## src/design/nrte_pkg.sv

```systemverilog
// Package for the NMEA RMC time extractor: item types, character codes, queue sizes.
// No dependencies.
package nrte_pkg;

	localparam int CQ_DEPTH = 4;
	localparam int CQ_AW    = $clog2(CQ_DEPTH);
	localparam int RQ_DEPTH = 2;
	localparam int RQ_AW    = $clog2(RQ_DEPTH);

	localparam logic [7:0] CH_COMMA  = 8'h2C;
	localparam logic [7:0] CH_STAR   = 8'h2A;
	localparam logic [7:0] CH_DOLLAR = 8'h24;
	localparam logic [7:0] CH_G      = 8'h47;
	localparam logic [7:0] CH_P      = 8'h50;
	localparam logic [7:0] CH_R      = 8'h52;
	localparam logic [7:0] CH_M      = 8'h4D;
	localparam logic [7:0] CH_C      = 8'h43;
	localparam logic [7:0] CH_A_UP   = 8'h41;
	localparam logic [7:0] CH_F_UP   = 8'h46;
	localparam logic [7:0] CH_A_LO   = 8'h61;
	localparam logic [7:0] CH_F_LO   = 8'h66;
	localparam logic [7:0] CH_ZERO   = 8'h30;
	localparam logic [7:0] CH_NINE   = 8'h39;

	localparam logic [2:0] TALKER_LEN  = 3'd6;
	localparam logic [2:0] TIME_LEN    = 3'd6;
	localparam logic [2:0] MIN_FIELDS  = 3'd3;
	localparam logic [2:0] SAT_MAX     = 3'd7;
	localparam logic [5:0] HOUR_WRAP   = 6'd24;
	localparam logic [6:0] MAX_UTC_HR  = 7'd23;
	localparam logic [4:0] ZONE_RESET  = 5'd8;
	localparam logic [8:0] HEX_OVER    = 9'd256;
	localparam logic [8:0] HEX_SHIFT_LIM = 9'd16;

	localparam int REG_ZONE  = 0;
	localparam int PADDR_W   = 2;
	localparam int PDATA_W   = 32;

	typedef struct packed {
		logic [7:0] char_byte;
		logic       end_of_sentence;
	} in_item_t;

	typedef struct packed {
		logic       sentence_accepted;
		logic [4:0] hours_out;
		logic [6:0] minutes_out;
		logic [6:0] seconds_out;
	} out_item_t;

	// classified byte passed from front to back
	typedef struct packed {
		logic [7:0] char_byte;
		logic       last;
		logic       is_comma;
		logic       is_star;
		logic       is_a;
		logic       dec_ok;
		logic       hex_ok;
		logic [3:0] nib;
	} cls_t;

	function automatic logic [7:0] talker_char(input logic [2:0] idx);
		logic [7:0] c;
		unique case (idx)
			3'd0: c = CH_DOLLAR;
			3'd1: c = CH_G;
			3'd2: c = CH_P;
			3'd3: c = CH_R;
			3'd4: c = CH_M;
			3'd5: c = CH_C;
			default: c = 8'h00;
		endcase
		return c;
	endfunction

endpackage

```

## src/design/nrte_front.sv

```systemverilog
// Front of the NMEA RMC time extractor: accepts bytes, classifies them, queues them.
// Depends on nrte_pkg.
module nrte_front import nrte_pkg::*; (
	input  logic     clk,
	input  logic     arst_n,
	input  logic     push,
	input  in_item_t sentence_byte,
	output logic     full,
	input  logic     cq_pop,
	output logic     cq_empty,
	output cls_t     cq_head
);

	cls_t             cls;
	cls_t             mem_q [CQ_DEPTH];
	logic [CQ_AW-1:0] wr_ptr_q;
	logic [CQ_AW-1:0] rd_ptr_q;
	logic [CQ_AW:0]   cnt_q;
	logic             wr_en;
	logic [7:0]       c;

	assign c = sentence_byte.char_byte;

	always_comb begin
		cls           = '0;
		cls.char_byte = c;
		cls.last      = sentence_byte.end_of_sentence;
		cls.is_comma  = (c == CH_COMMA);
		cls.is_star   = (c == CH_STAR);
		cls.is_a      = (c == CH_A_UP);
		cls.dec_ok    = (c >= CH_ZERO) && (c <= CH_NINE);
		priority if (cls.dec_ok) begin
			cls.hex_ok = 1'b1;
			cls.nib    = 4'(c - CH_ZERO);
		end else if (c >= CH_A_UP && c <= CH_F_UP) begin
			cls.hex_ok = 1'b1;
			cls.nib    = 4'(c - CH_A_UP + 8'd10);
		end else if (c >= CH_A_LO && c <= CH_F_LO) begin
			cls.hex_ok = 1'b1;
			cls.nib    = 4'(c - CH_A_LO + 8'd10);
		end else begin
			cls.hex_ok = 1'b0;
			cls.nib    = 4'd0;
		end
	end

	assign full     = (cnt_q == (CQ_AW+1)'(CQ_DEPTH));
	assign cq_empty = (cnt_q == '0);
	assign cq_head  = mem_q[rd_ptr_q];
	assign wr_en    = push && !full;

	always_ff @(posedge clk) begin
		if (wr_en) begin
			mem_q[wr_ptr_q] <= cls;
		end
	end

	always_ff @(posedge clk or negedge arst_n) begin
		if (!arst_n) begin
			wr_ptr_q <= '0;
			rd_ptr_q <= '0;
			cnt_q    <= '0;
		end else begin
			if (wr_en) begin
				wr_ptr_q <= wr_ptr_q + 1'b1;
			end
			if (cq_pop) begin
				rd_ptr_q <= rd_ptr_q + 1'b1;
			end
			cnt_q <= cnt_q + (CQ_AW+1)'(wr_en) - (CQ_AW+1)'(cq_pop);
		end
	end

endmodule

```

## src/design/nrte_back.sv

```systemverilog
// Back of the NMEA RMC time extractor: field parser, checksum, time update, result queue.
// Depends on nrte_pkg.
module nrte_back import nrte_pkg::*; (
	input  logic      clk,
	input  logic      arst_n,
	input  logic [4:0] zone,
	input  logic      cq_empty,
	input  cls_t      cq_head,
	output logic      cq_pop,
	output logic      empty,
	input  logic      pop,
	output out_item_t time_result
);

	logic [2:0] fidx_q, cif_q, n_fidx, n_cif;
	logic       ok_q, star_q, hexany_q, hexdone_q;
	logic       n_ok, n_star, n_hexany, n_hexdone;
	logic [7:0] xor_q, n_xor;
	logic [8:0] hexv_q, n_hexv;
	logic [6:0] td_q [3];
	logic [6:0] n_td [3];
	logic [4:0] held_h_q;
	logic [6:0] held_m_q, held_s_q;
	logic       first, verdict, take;
	logic [5:0] hsum;
	logic [4:0] hadj;
	logic [3:0] dec;
	logic [1:0] k;
	out_item_t  res;

	out_item_t        rmem_q [RQ_DEPTH];
	logic [RQ_AW-1:0] rwr_q, rrd_q;
	logic [RQ_AW:0]   rcnt_q;
	logic             rq_full, rq_push;

	assign dec = cq_head.nib;
	assign k   = cif_q[2:1];

	always_comb begin
		n_fidx    = fidx_q;
		n_cif     = cif_q;
		n_ok      = ok_q;
		n_star    = star_q;
		n_hexany  = hexany_q;
		n_hexdone = hexdone_q;
		n_xor     = xor_q;
		n_hexv    = hexv_q;
		n_td      = td_q;
		first     = (fidx_q == '0) && (cif_q == '0);

		if (star_q) begin
			if (!hexdone_q) begin
				if (!cq_head.hex_ok) begin
					n_hexdone = 1'b1;
				end else begin
					n_hexany = 1'b1;
					n_hexv   = (hexv_q >= HEX_SHIFT_LIM) ? HEX_OVER : {1'b0, hexv_q[3:0], dec};
				end
			end
		end else if (cq_head.is_star) begin
			n_star = 1'b1;
		end else if (!first) begin
			n_xor = xor_q ^ cq_head.char_byte;
		end

		if (cq_head.is_comma) begin
			if (fidx_q == 3'd0 && cif_q != TALKER_LEN) n_ok = 1'b0;
			if (fidx_q == 3'd1 && cif_q < TIME_LEN) n_ok = 1'b0;
			if (fidx_q == 3'd2 && cif_q != 3'd1) n_ok = 1'b0;
			if (fidx_q != SAT_MAX) n_fidx = fidx_q + 3'd1;
			n_cif = '0;
		end else begin
			unique case (fidx_q)
				3'd0: begin
					if (cif_q >= TALKER_LEN || cq_head.char_byte != talker_char(cif_q)) n_ok = 1'b0;
				end
				3'd1: begin
					if (cif_q < TIME_LEN) begin
						if (!cq_head.dec_ok) begin
							n_ok = 1'b0;
						end else if (!cif_q[0]) begin
							n_td[k] = 7'({dec, 3'b000}) + 7'({dec, 1'b0});
						end else begin
							n_td[k] = td_q[k] + 7'(dec);
						end
					end
				end
				3'd2: begin
					if (cif_q != 3'd0 || !cq_head.is_a) n_ok = 1'b0;
				end
				default: ;
			endcase
			if (cif_q != SAT_MAX) n_cif = cif_q + 3'd1;
		end

		verdict = n_ok && (n_fidx >= MIN_FIELDS) && n_star && n_hexany &&
			(n_hexv == {1'b0, n_xor}) && (n_td[0] <= MAX_UTC_HR);

		hsum = {1'b0, n_td[0][4:0]} + {1'b0, zone};
		priority if (hsum > HOUR_WRAP) begin
			hadj = 5'(hsum - HOUR_WRAP);
		end else if (hsum == HOUR_WRAP && (n_td[1] != '0 || n_td[2] != '0)) begin
			hadj = '0;
		end else begin
			hadj = hsum[4:0];
		end

		res.sentence_accepted = verdict;
		res.hours_out         = verdict ? hadj : held_h_q;
		res.minutes_out       = verdict ? n_td[1] : held_m_q;
		res.seconds_out       = verdict ? n_td[2] : held_s_q;
	end

	assign rq_full = (rcnt_q == (RQ_AW+1)'(RQ_DEPTH));
	assign take    = !cq_empty && (!cq_head.last || !rq_full);
	assign cq_pop  = take;
	assign rq_push = take && cq_head.last;

	always_ff @(posedge clk or negedge arst_n) begin
		if (!arst_n) begin
			fidx_q    <= '0;
			cif_q     <= '0;
			ok_q      <= 1'b1;
			star_q    <= 1'b0;
			hexany_q  <= 1'b0;
			hexdone_q <= 1'b0;
			xor_q     <= '0;
			hexv_q    <= '0;
			td_q      <= '{default: '0};
			held_h_q  <= '0;
			held_m_q  <= '0;
			held_s_q  <= '0;
		end else if (take) begin
			if (cq_head.last) begin
				fidx_q    <= '0;
				cif_q     <= '0;
				ok_q      <= 1'b1;
				star_q    <= 1'b0;
				hexany_q  <= 1'b0;
				hexdone_q <= 1'b0;
				xor_q     <= '0;
				hexv_q    <= '0;
				td_q      <= '{default: '0};
				held_h_q  <= res.hours_out;
				held_m_q  <= res.minutes_out;
				held_s_q  <= res.seconds_out;
			end else begin
				fidx_q    <= n_fidx;
				cif_q     <= n_cif;
				ok_q      <= n_ok;
				star_q    <= n_star;
				hexany_q  <= n_hexany;
				hexdone_q <= n_hexdone;
				xor_q     <= n_xor;
				hexv_q    <= n_hexv;
				td_q      <= n_td;
			end
		end
	end

	// result queue
	assign empty       = (rcnt_q == '0);
	assign time_result = rmem_q[rrd_q];

	always_ff @(posedge clk) begin
		if (rq_push) begin
			rmem_q[rwr_q] <= res;
		end
	end

	always_ff @(posedge clk or negedge arst_n) begin
		if (!arst_n) begin
			rwr_q  <= '0;
			rrd_q  <= '0;
			rcnt_q <= '0;
		end else begin
			if (rq_push) begin
				rwr_q <= rwr_q + 1'b1;
			end
			if (pop && !empty) begin
				rrd_q <= rrd_q + 1'b1;
			end
			rcnt_q <= rcnt_q + (RQ_AW+1)'(rq_push) - (RQ_AW+1)'(pop && !empty);
		end
	end

endmodule

```

## src/design/nmea_rmc_time_extractor.sv

```systemverilog
// Top level of the NMEA RMC time extractor: APB zone register, front and back.
// Depends on nrte_pkg, nrte_front, nrte_back.
//
//   channel   handshake           payload
//   bytes     push / full         sentence_byte (in_item_t)
//   results   pop / empty         time_result (out_item_t)
//   config    psel/penable/pready paddr, pwdata, prdata
//
// One byte per cycle unless the back stalls; bytes are queued before parsing.
// The 4-deep byte queue and 2-deep result queue let each side stall alone.
// The back stalls only on a last byte while the result queue is full.
// arst_n clears all control state; the zone offset resets to 8 hours.
module nmea_rmc_time_extractor import nrte_pkg::*; (
	input  logic               clk,
	input  logic               arst_n,
	input  logic               push,
	input  in_item_t           sentence_byte,
	output logic               full,
	output logic               empty,
	input  logic               pop,
	output out_item_t          time_result,
	input  logic               psel,
	input  logic               penable,
	input  logic               pwrite,
	input  logic [PADDR_W-1:0] paddr,
	input  logic [PDATA_W-1:0] pwdata,
	output logic [PDATA_W-1:0] prdata,
	output logic               pready
);

	logic [4:0] zone_q;
	logic       cq_pop, cq_empty;
	cls_t       cq_head;
	logic       reg_sel;

	assign pready  = 1'b1;
	assign reg_sel = (32'(paddr >> 2) == 32'(REG_ZONE));
	assign prdata  = reg_sel ? PDATA_W'(zone_q) : '0;

	always_ff @(posedge clk or negedge arst_n) begin
		if (!arst_n) begin
			zone_q <= ZONE_RESET;
		end else if (psel && penable && pwrite && pready && reg_sel) begin
			zone_q <= pwdata[4:0];
		end
	end

	nrte_front u_front (
		.clk           (clk),
		.arst_n        (arst_n),
		.push          (push),
		.sentence_byte (sentence_byte),
		.full          (full),
		.cq_pop        (cq_pop),
		.cq_empty      (cq_empty),
		.cq_head       (cq_head)
	);

	nrte_back u_back (
		.clk         (clk),
		.arst_n      (arst_n),
		.zone        (zone_q),
		.cq_empty    (cq_empty),
		.cq_head     (cq_head),
		.cq_pop      (cq_pop),
		.empty       (empty),
		.pop         (pop),
		.time_result (time_result)
	);

endmodule

```

## config.mk

```make
export PLATFORM = sky130hd
export DESIGN_NAME = nmea_rmc_time_extractor
export DESIGN_NICKNAME = d
export VERILOG_FILES = /design/src/design/nrte_pkg.sv /design/src/design/nrte_front.sv /design/src/design/nrte_back.sv /design/src/design/nmea_rmc_time_extractor.sv
export SDC_FILE = /design/constraint.sdc
export NUM_CORES = 1
export LEC_CHECK = 0
export ABC_AREA = 1
export BUFFER_PORTS_ARGS = -buffer_cell sky130_fd_sc_hd__buf_2
export CAP_MARGIN = 25
export CORE_ASPECT_RATIO = 0.8
export CORE_MARGIN = 8
export CORE_UTILIZATION = 35
export DETAILED_ROUTE_END_ITERATION = 8
export GPL_TIMING_DRIVEN = 0
export PLACE_DENSITY_LB_ADDON = 0.08
export SYNTH_ARGS = -nofsm -noshare
export SYNTH_HDL_FRONTEND = slang
export SYNTH_SLANG_ARGS = --single-unit
```

## constraint.sdc

```tcl
create_clock -name clk -period 4.19 [get_ports clk]
set_input_delay 0 -clock clk [delete_from_list [all_inputs] [get_ports clk]]
set_output_delay 0 -clock clk [all_outputs]
set_load 0.02 [all_outputs]
```

* Word level (Yosys, flattened, before mapping)
Memory sizes are Yosys's and may differ from the RTL's.
Index checks and enable logic that the tools add are counted.
** Storage, ports and cells
- Register bits :: 83
- Bits in writable memories :: 112
- Input port bits :: 50
- Word-level logic and storage cells :: 183
- Memories :: 2
** Operators by class
- $add $sub $neg :: 19
- Magnitude comparators :: 14
- Eq/ne operators :: 19
- Multiplexer cells :: 64
- Bitwise logic cells :: 2
- Reduce and logical (&&, ||, !) cells :: 42
** Memory list
- u_front.mem_q :: depth 4, bits a word 18, rd ports 1, clocked after Yosys merged registers in 0, wr ports 1, RTL line nrte_front.sv:15 : cls_t mem_q [CQ_DEPTH];
- u_back.rmem_q :: depth 2, bits a word 20, rd ports 1, clocked after Yosys merged registers in 0, wr ports 1, RTL line nrte_back.sv:31 : out_item_t rmem_q [RQ_DEPTH];
** Operators with widths (count)
- $mux 21 :: 6
- $mux 8 :: 6
- $mux 9 :: 5
- $bwmux 21 :: 2
- $pmux 7 s6 :: 1
- $mux 7 :: 5
- $mux 5 :: 6
- $mux 1 :: 24
- $logic_and 1x1->1 :: 20
- $mux 3 :: 6
- $eq 8x6->1 const B :: 2
- $ge 8x7->1 const B :: 2
- $le 8x7->1 const B :: 2
- $bmux 7 s2 :: 1
- $demux 7 s2 :: 1
- $reduce_bool 7->1 :: 2
- $sub 4x1->4 const B :: 3
- $eq 3x2->1 const B :: 3
- $eq 3x3->1 const B :: 3
- $eq 9x8->1 :: 1
- $ge 9x5->1 const B :: 1
- $logic_not 3->1 :: 3
- $ne 3x3->1 const B :: 3
- $add 4x4->4 const B :: 2
- other kinds (34) :: 50

* Longest topological paths before layout
- Depth after elaboration :: 17
- Mapped depth :: 27

* By module
From an unflattened synthesis, not the netlist that was laid out.
** Unflattened totals
- Cells, all modules :: 1164
- Area total of the unflattened synthesis :: 10341.2 µm²
** By module, submodules not included
- nrte_back :: times used 1, cells each 853, area each 6631.4 µm²
- nrte_front :: times used 1, cells each 260, area each 3286.9 µm²
- nmea_rmc_time_extractor :: times used 1, cells each 51, area each 422.9 µm²

* Worst setup path after synthesis
No wires, ideal clock.
- Kind :: register to register
- Start point :: reg u_back.cif_q[1]
- End point :: mem u_back.rmem_q[0][18] (netlist name) (data pin)
- Arrival time :: 3548 ps
- Data required time :: 3932 ps
- Path slack :: 384 ps
- Stages on the path, launching flop included :: 21
- Path buffers :: 1
- Clock period less this slack :: 3806 ps
- Cells stage by stage :: dfrtp_1 > buf_4 > inv_2 > nor2_1 > inv_1 > o221ai_1 > ha_1 > inv_1 > fa_1 > or2_2 > nand2_1 > nand2_1 > o21ai_0 > fa_1 > nor3_1 > inv_1 > nor4_1 > nand2_1 > nand2_1 > nand3_1 > and2_1
** RTL lines
- start, declared :: RTL line nrte_back.sv:15 : logic [2:0] fidx_q, cif_q, n_fidx, n_cif;
- start signal, assigned :: RTL line nrte_back.sv:149 : cif_q <= n_cif;
- end, declared :: RTL line nrte_back.sv:31

==> impl_table.tex <==
\begin{tabular}{lr}
\hline
Metric & Value \\
\hline
\multicolumn{2}{l}{\textbf{Layout}} \\
Layout-stage area growth over the synthesis result & 18.2\% \\
Diodes inserted & 0 \\
Net count reported at finish & around 1500 \\
Post-route cell area & between 0.01 and 0.015 mm² \\
Fraction of final layout cells with drive strength greater than 1 & between 15 and 20\% \\
Layout Utilization & about 42\% \\
Fill count & 3094 \\
\multicolumn{2}{l}{\textbf{Route}} \\
Post-DR vias/cell & around 4.7 \\
Drt pass-1 iters & 5 \\
Antenna violation net count after detailed routing & 0 \\
Vias after detailed routing & around 8700 \\
Drt initial violations & approximately 570 \\
Post-detailed-route DRC marker count & 0 \\
Average wire per standard cell & approximately 17 µm \\
Wire length reported by the detailed router & roughly 30000 µm \\
\multicolumn{2}{l}{\textbf{CTS}} \\
Clk sinks & 195 \\
CTS tree & yes \\
Largest buffer count on any clock path & 2 \\
CTS H-tree lvls & 4 \\
Post-CTS clock slew at the launch and capture registers of the worst setup and hold paths & approximately 0.08 ns \\
Num CTS Buffers & 17 \\
Clk\_lat worst skew & approximately 0.45 ns \\
Clk root buf & sky130\_fd\_sc\_hd\_\_clkbuf\_16 \\
\multicolumn{2}{l}{\textbf{Timing}} \\
Slew margin rel. & 46.1\% \\
Worst Max-Slew Pin Slew & between 0.8 and 0.9 ns \\
Clk\_skew & 0.0148 ns \\
Final Cycle Share & 95.1\% \\
Final Max Slew Viols & 0 \\
Peak clock frequency supported by timing & about 0.25 GHz \\
Finish-stage setup viols & 0 \\
Final Hold Viols & 0 \\
Aggregate negative setup slack & 0 ns \\
Worst setup slack after layout & a little over 0.2 ns \\
Minimum clock period after layout & 3.98 ns \\
\multicolumn{2}{l}{\textbf{GRT}} \\
First-pass GRT wire length & between 40000 and 50000 µm \\
Initial antenna violation count & 0 \\
Fraction of met3 tracks used by global routing & between 3 and 4\% \\
Met2 usage in global routing & between 20 and 25\% \\
GR Layer Usage met1 & 26.1\% \\
Number of global-route vias before repair & 8163 \\
Global route overflow & 0 \\
Total global-route track usage & 16.6\% \\
Largest net degree at the start of global routing & 60 \\
Peak-usage layer in the global routing report & met1 \\
\multicolumn{2}{l}{\textbf{Die}} \\
Core box area & around 0.031 mm² \\
Die outline area & between 0.03 and 0.04 mm² \\
Number of top-level pins & between 100 and 150 \\
Starting density of the core & a little over a third \\
X dimension of the die & between 200 and 250 µm \\
Die height & about 170 µm \\
Row cnt & 57 \\
\multicolumn{2}{l}{\textbf{Place}} \\
Count of port buffers added during placement & 47 \\
Final weighted congestion in routability-driven placement & slightly below 0.9 \\
Sum of net half-perimeters after detailed placement & about 23000 µm \\
Instance area after placement & roughly 0.012 mm² \\
Pre-CTS setup slack & -0.348 ns \\
\multicolumn{2}{l}{\textbf{Power and ir drop}} \\
Maximum vdd drop & $\sim$0.35 mV \\
Cell area power density & $\sim$750 mW/mm² \\
Power consumption & roughly 0.0096 W \\
Static leakage & 6.03 nW \\
\multicolumn{2}{l}{\textbf{Logic synthesis}} \\
Library cell occupying the most area in the post-synthesis netlist & sky130\_fd\_sc\_hd\_\_edfxtp\_1 \\
Netlist cell types & 44 \\
Sequential fraction of the synthesis area & between 40\% and 50\% \\
Number of instances in the synthesized netlist & 1279 \\
Synthesis-stage register bit count & $\sim$200 \\
Average size of a mapped cell & about 8.5 µm² \\
Area fraction of the dominant cell type after synthesis & between 30\% and 40\% \\
Top post-synthesis cells by area & sky130\_fd\_sc\_hd\_\_edfxtp\_1 31\%, sky130\_fd\_sc\_hd\_\_dfrtp\_1 19\%, sky130\_fd\_sc\_hd\_\_nand2\_1 15\% \\
Area of the mapped netlist & $\sim$0.011 mm² \\
Yosys synthesis warning count & 0 \\
\multicolumn{2}{l}{\textbf{Setup path}} \\
Worst endpoint required time & $\sim$4.4 ns \\
Critical path capture point type & flop \\
Largest fanout on the critical path & 7 \\
Crit Path Class & flop to flop \\
Setup slack on the worst flop-to-flop path & between 0.2 and 0.25 ns \\
Kind of launch point of the worst setup path & flop \\
Data arrival time of the worst path & 4.19 ns \\
\multicolumn{2}{l}{\textbf{Run status}} \\
Result of the run & completed \\
\multicolumn{2}{l}{\textbf{Hold path}} \\
Path category of the worst min-delay check & input pin to async pin \\
\multicolumn{2}{l}{\textbf{Job}} \\
Number of maximum-capacitance constraint violations & 0 \\
\hline
\end{tabular}
==> synthesized netlist by cell type, drive strengths merged <==
| cell type | n |
|---|---|
| nand2 | 458 |
| inv | 151 |
| nand3 | 133 |
| edfxtp | 112 |
| dfrtp | 81 |
| nor2 | 81 |
| buf | 48 |
| o21ai | 48 |
| ha | 36 |
| o22ai | 27 |
| and2 | 15 |
| clkbuf | 15 |
| a21oi | 14 |
| xor2 | 12 |
| nand4 | 7 |
| mux2 | 5 |
| nor3 | 5 |
| fa | 4 |
| nor4 | 4 |
| nand3b | 3 |
| o221ai | 3 |
| xnor2 | 3 |
| conb | 2 |
| dfstp | 2 |
| o21bai | 2 |
| o311ai | 2 |
| or2 | 2 |
| a22oi | 1 |
| clkinv | 1 |
| o211ai | 1 |
| o21a | 1 |
==> metrics by stage <==
step                      cells  hold slack [ns]
final                      1832          0.00501
after global routing       1832           0.0263
after CTS                  1819          0.00687
after detailed placement   1772          -0.0434
after global placement     1765            0.228
after floorplan            1305           -0.296
==> registers in the layout, summed over array words and instances (netlist names), 2 cells and up <==
name              cells
zone_q                5
u_back.hexv_q         9
u_back.held_h_q       5
u_front.rd_ptr_q      2
u_back.td_q          21
u_back.cif_q          3
u_front.mem_q        72
u_back.xor_q          8
u_front.wr_ptr_q      2
u_back.fidx_q         3
u_back.held_s_q       7
u_back.rmem_q        40
u_front.cnt_q         3
u_back.held_m_q       7
u_back.rcnt_q         2
==> worst paths after layout <==
kind | from | end | depth (start not counted)
worst max-delay path | u_back.cif_q[1]$_DFFE_PN0P_ | u_back.rmem_q[1][18]$_DFFE_PP_ | 20
worst min-delay path | arst_n | u_back.rcnt_q[0]$_DFF_PN0_ | 2
worst max register to register | u_back.cif_q[1]$_DFFE_PN0P_ | u_back.rmem_q[1][18]$_DFFE_PP_ | 20
worst min register to register | u_back.held_m_q[0]$_DFFE_PN0P_ | u_back.held_m_q[0]$_DFFE_PN0P_ | 2
max in group asynchronous | arst_n | u_back.ok_q$_DFFE_PN1P_ | 3
min in group clk | push | u_front.wr_ptr_q[0]$_DFFE_PN0P_ | 3
==> report_power, final <==
part,leakage [nW],internal [W],switching (W),total [W]
Combinational,3.61,0.00166,0.00366,0.00531
Sequential,2.18,0.00261,0.000198,0.00280
Clock,0.248,0.000762,0.000762,0.00152
==> layer usage <==
metal / part of all wire, % / up-vias
met5: 0 / -
met4: 0.89 / 0
met3: 6.0 / 17
met2: 41 / 225
met1: 52 / 4101
li1: - / 4346
==> cell type report <==
cell class              instances  area (µm²)  share of cell area, %
multi-input cells             895        4680                   36.3
inverters                     152         576                   4.47
repair buffers                 85         648                   5.03
clock buffers                  20         437                   3.39
plain buffers                  61         499                   3.87
flip-flops and latches        195        5450                   42.3
clock inverters                11        82.6                  0.641
well taps                     413         517                   4.01
==> cells in the final DEF (no fill, tap or decap), types with 32 or more instances in the layout <==
| master | count |
|---|---|
| sky130_fd_sc_hd__nand2_1 | 429 |
| sky130_fd_sc_hd__buf_4 | 42 |
| sky130_fd_sc_hd__edfxtp_1 | 112 |
| sky130_fd_sc_hd__dfrtp_1 | 79 |
| sky130_fd_sc_hd__nor2_1 | 60 |
| sky130_fd_sc_hd__ha_1 | 33 |
| sky130_fd_sc_hd__nand3_1 | 119 |
| sky130_fd_sc_hd__buf_2 | 51 |
| sky130_fd_sc_hd__o21ai_0 | 32 |
| sky130_fd_sc_hd__inv_1 | 137 |
==> logic make-up (layout without fill, tap and decap cells) <==
| kind of cell | count (synthesis) | count (layout) | synth area share (%) |
|---|---|---|---|
| AO/OA/AOI/OAI | 99 | 99 | 5.25 |
| XOR/XNOR | 15 | 15 | 1.21 |
| adder cells (fa/ha/maj) | 40 | 40 | 4.87 |
| buffers and inverters | 215 | 329 | 9.39 |
| flip-flops | 195 | 195 | 49.9 |
| multiplexers | 5 | 5 | 0.516 |
| other | 2 | 28 | 0.0689 |
| AND/OR/NAND/NOR | 708 | 708 | 28.8 |
==> critical path: stages (launching register included) <==
cell	delay (ns)
sky130_fd_sc_hd__dfrtp_2	0.45
sky130_fd_sc_hd__buf_6	0.15
sky130_fd_sc_hd__inv_2	0.15
sky130_fd_sc_hd__nor2_4	0.06
sky130_fd_sc_hd__inv_1	0.12
sky130_fd_sc_hd__o221ai_2	0.11
sky130_fd_sc_hd__ha_2	0.20
sky130_fd_sc_hd__inv_1	0.07
sky130_fd_sc_hd__fa_2	0.42
sky130_fd_sc_hd__or2_4	0.27
sky130_fd_sc_hd__nand2_4	0.10
sky130_fd_sc_hd__nand2_1	0.10
sky130_fd_sc_hd__o21ai_4	0.12
sky130_fd_sc_hd__fa_2	0.49
sky130_fd_sc_hd__nor3_2	0.19
sky130_fd_sc_hd__inv_1	0.08
sky130_fd_sc_hd__nor4_2	0.25
sky130_fd_sc_hd__nand2_1	0.10
sky130_fd_sc_hd__nand2_1	0.07
sky130_fd_sc_hd__nand3_1	0.08
sky130_fd_sc_hd__and2_4	0.16
==> timing repair <==
action                                  in CTS  in global routing
hold endpoints to repair                   124                  0
gates cloned                                 0                  1
pin swaps                                    1                  8
resized for setup                           14                 40
setup buffers                                1                 12
endpoints found under the setup margin       8                 21
hold buffers                                16                  0
(Power assumes the default switching activity.)
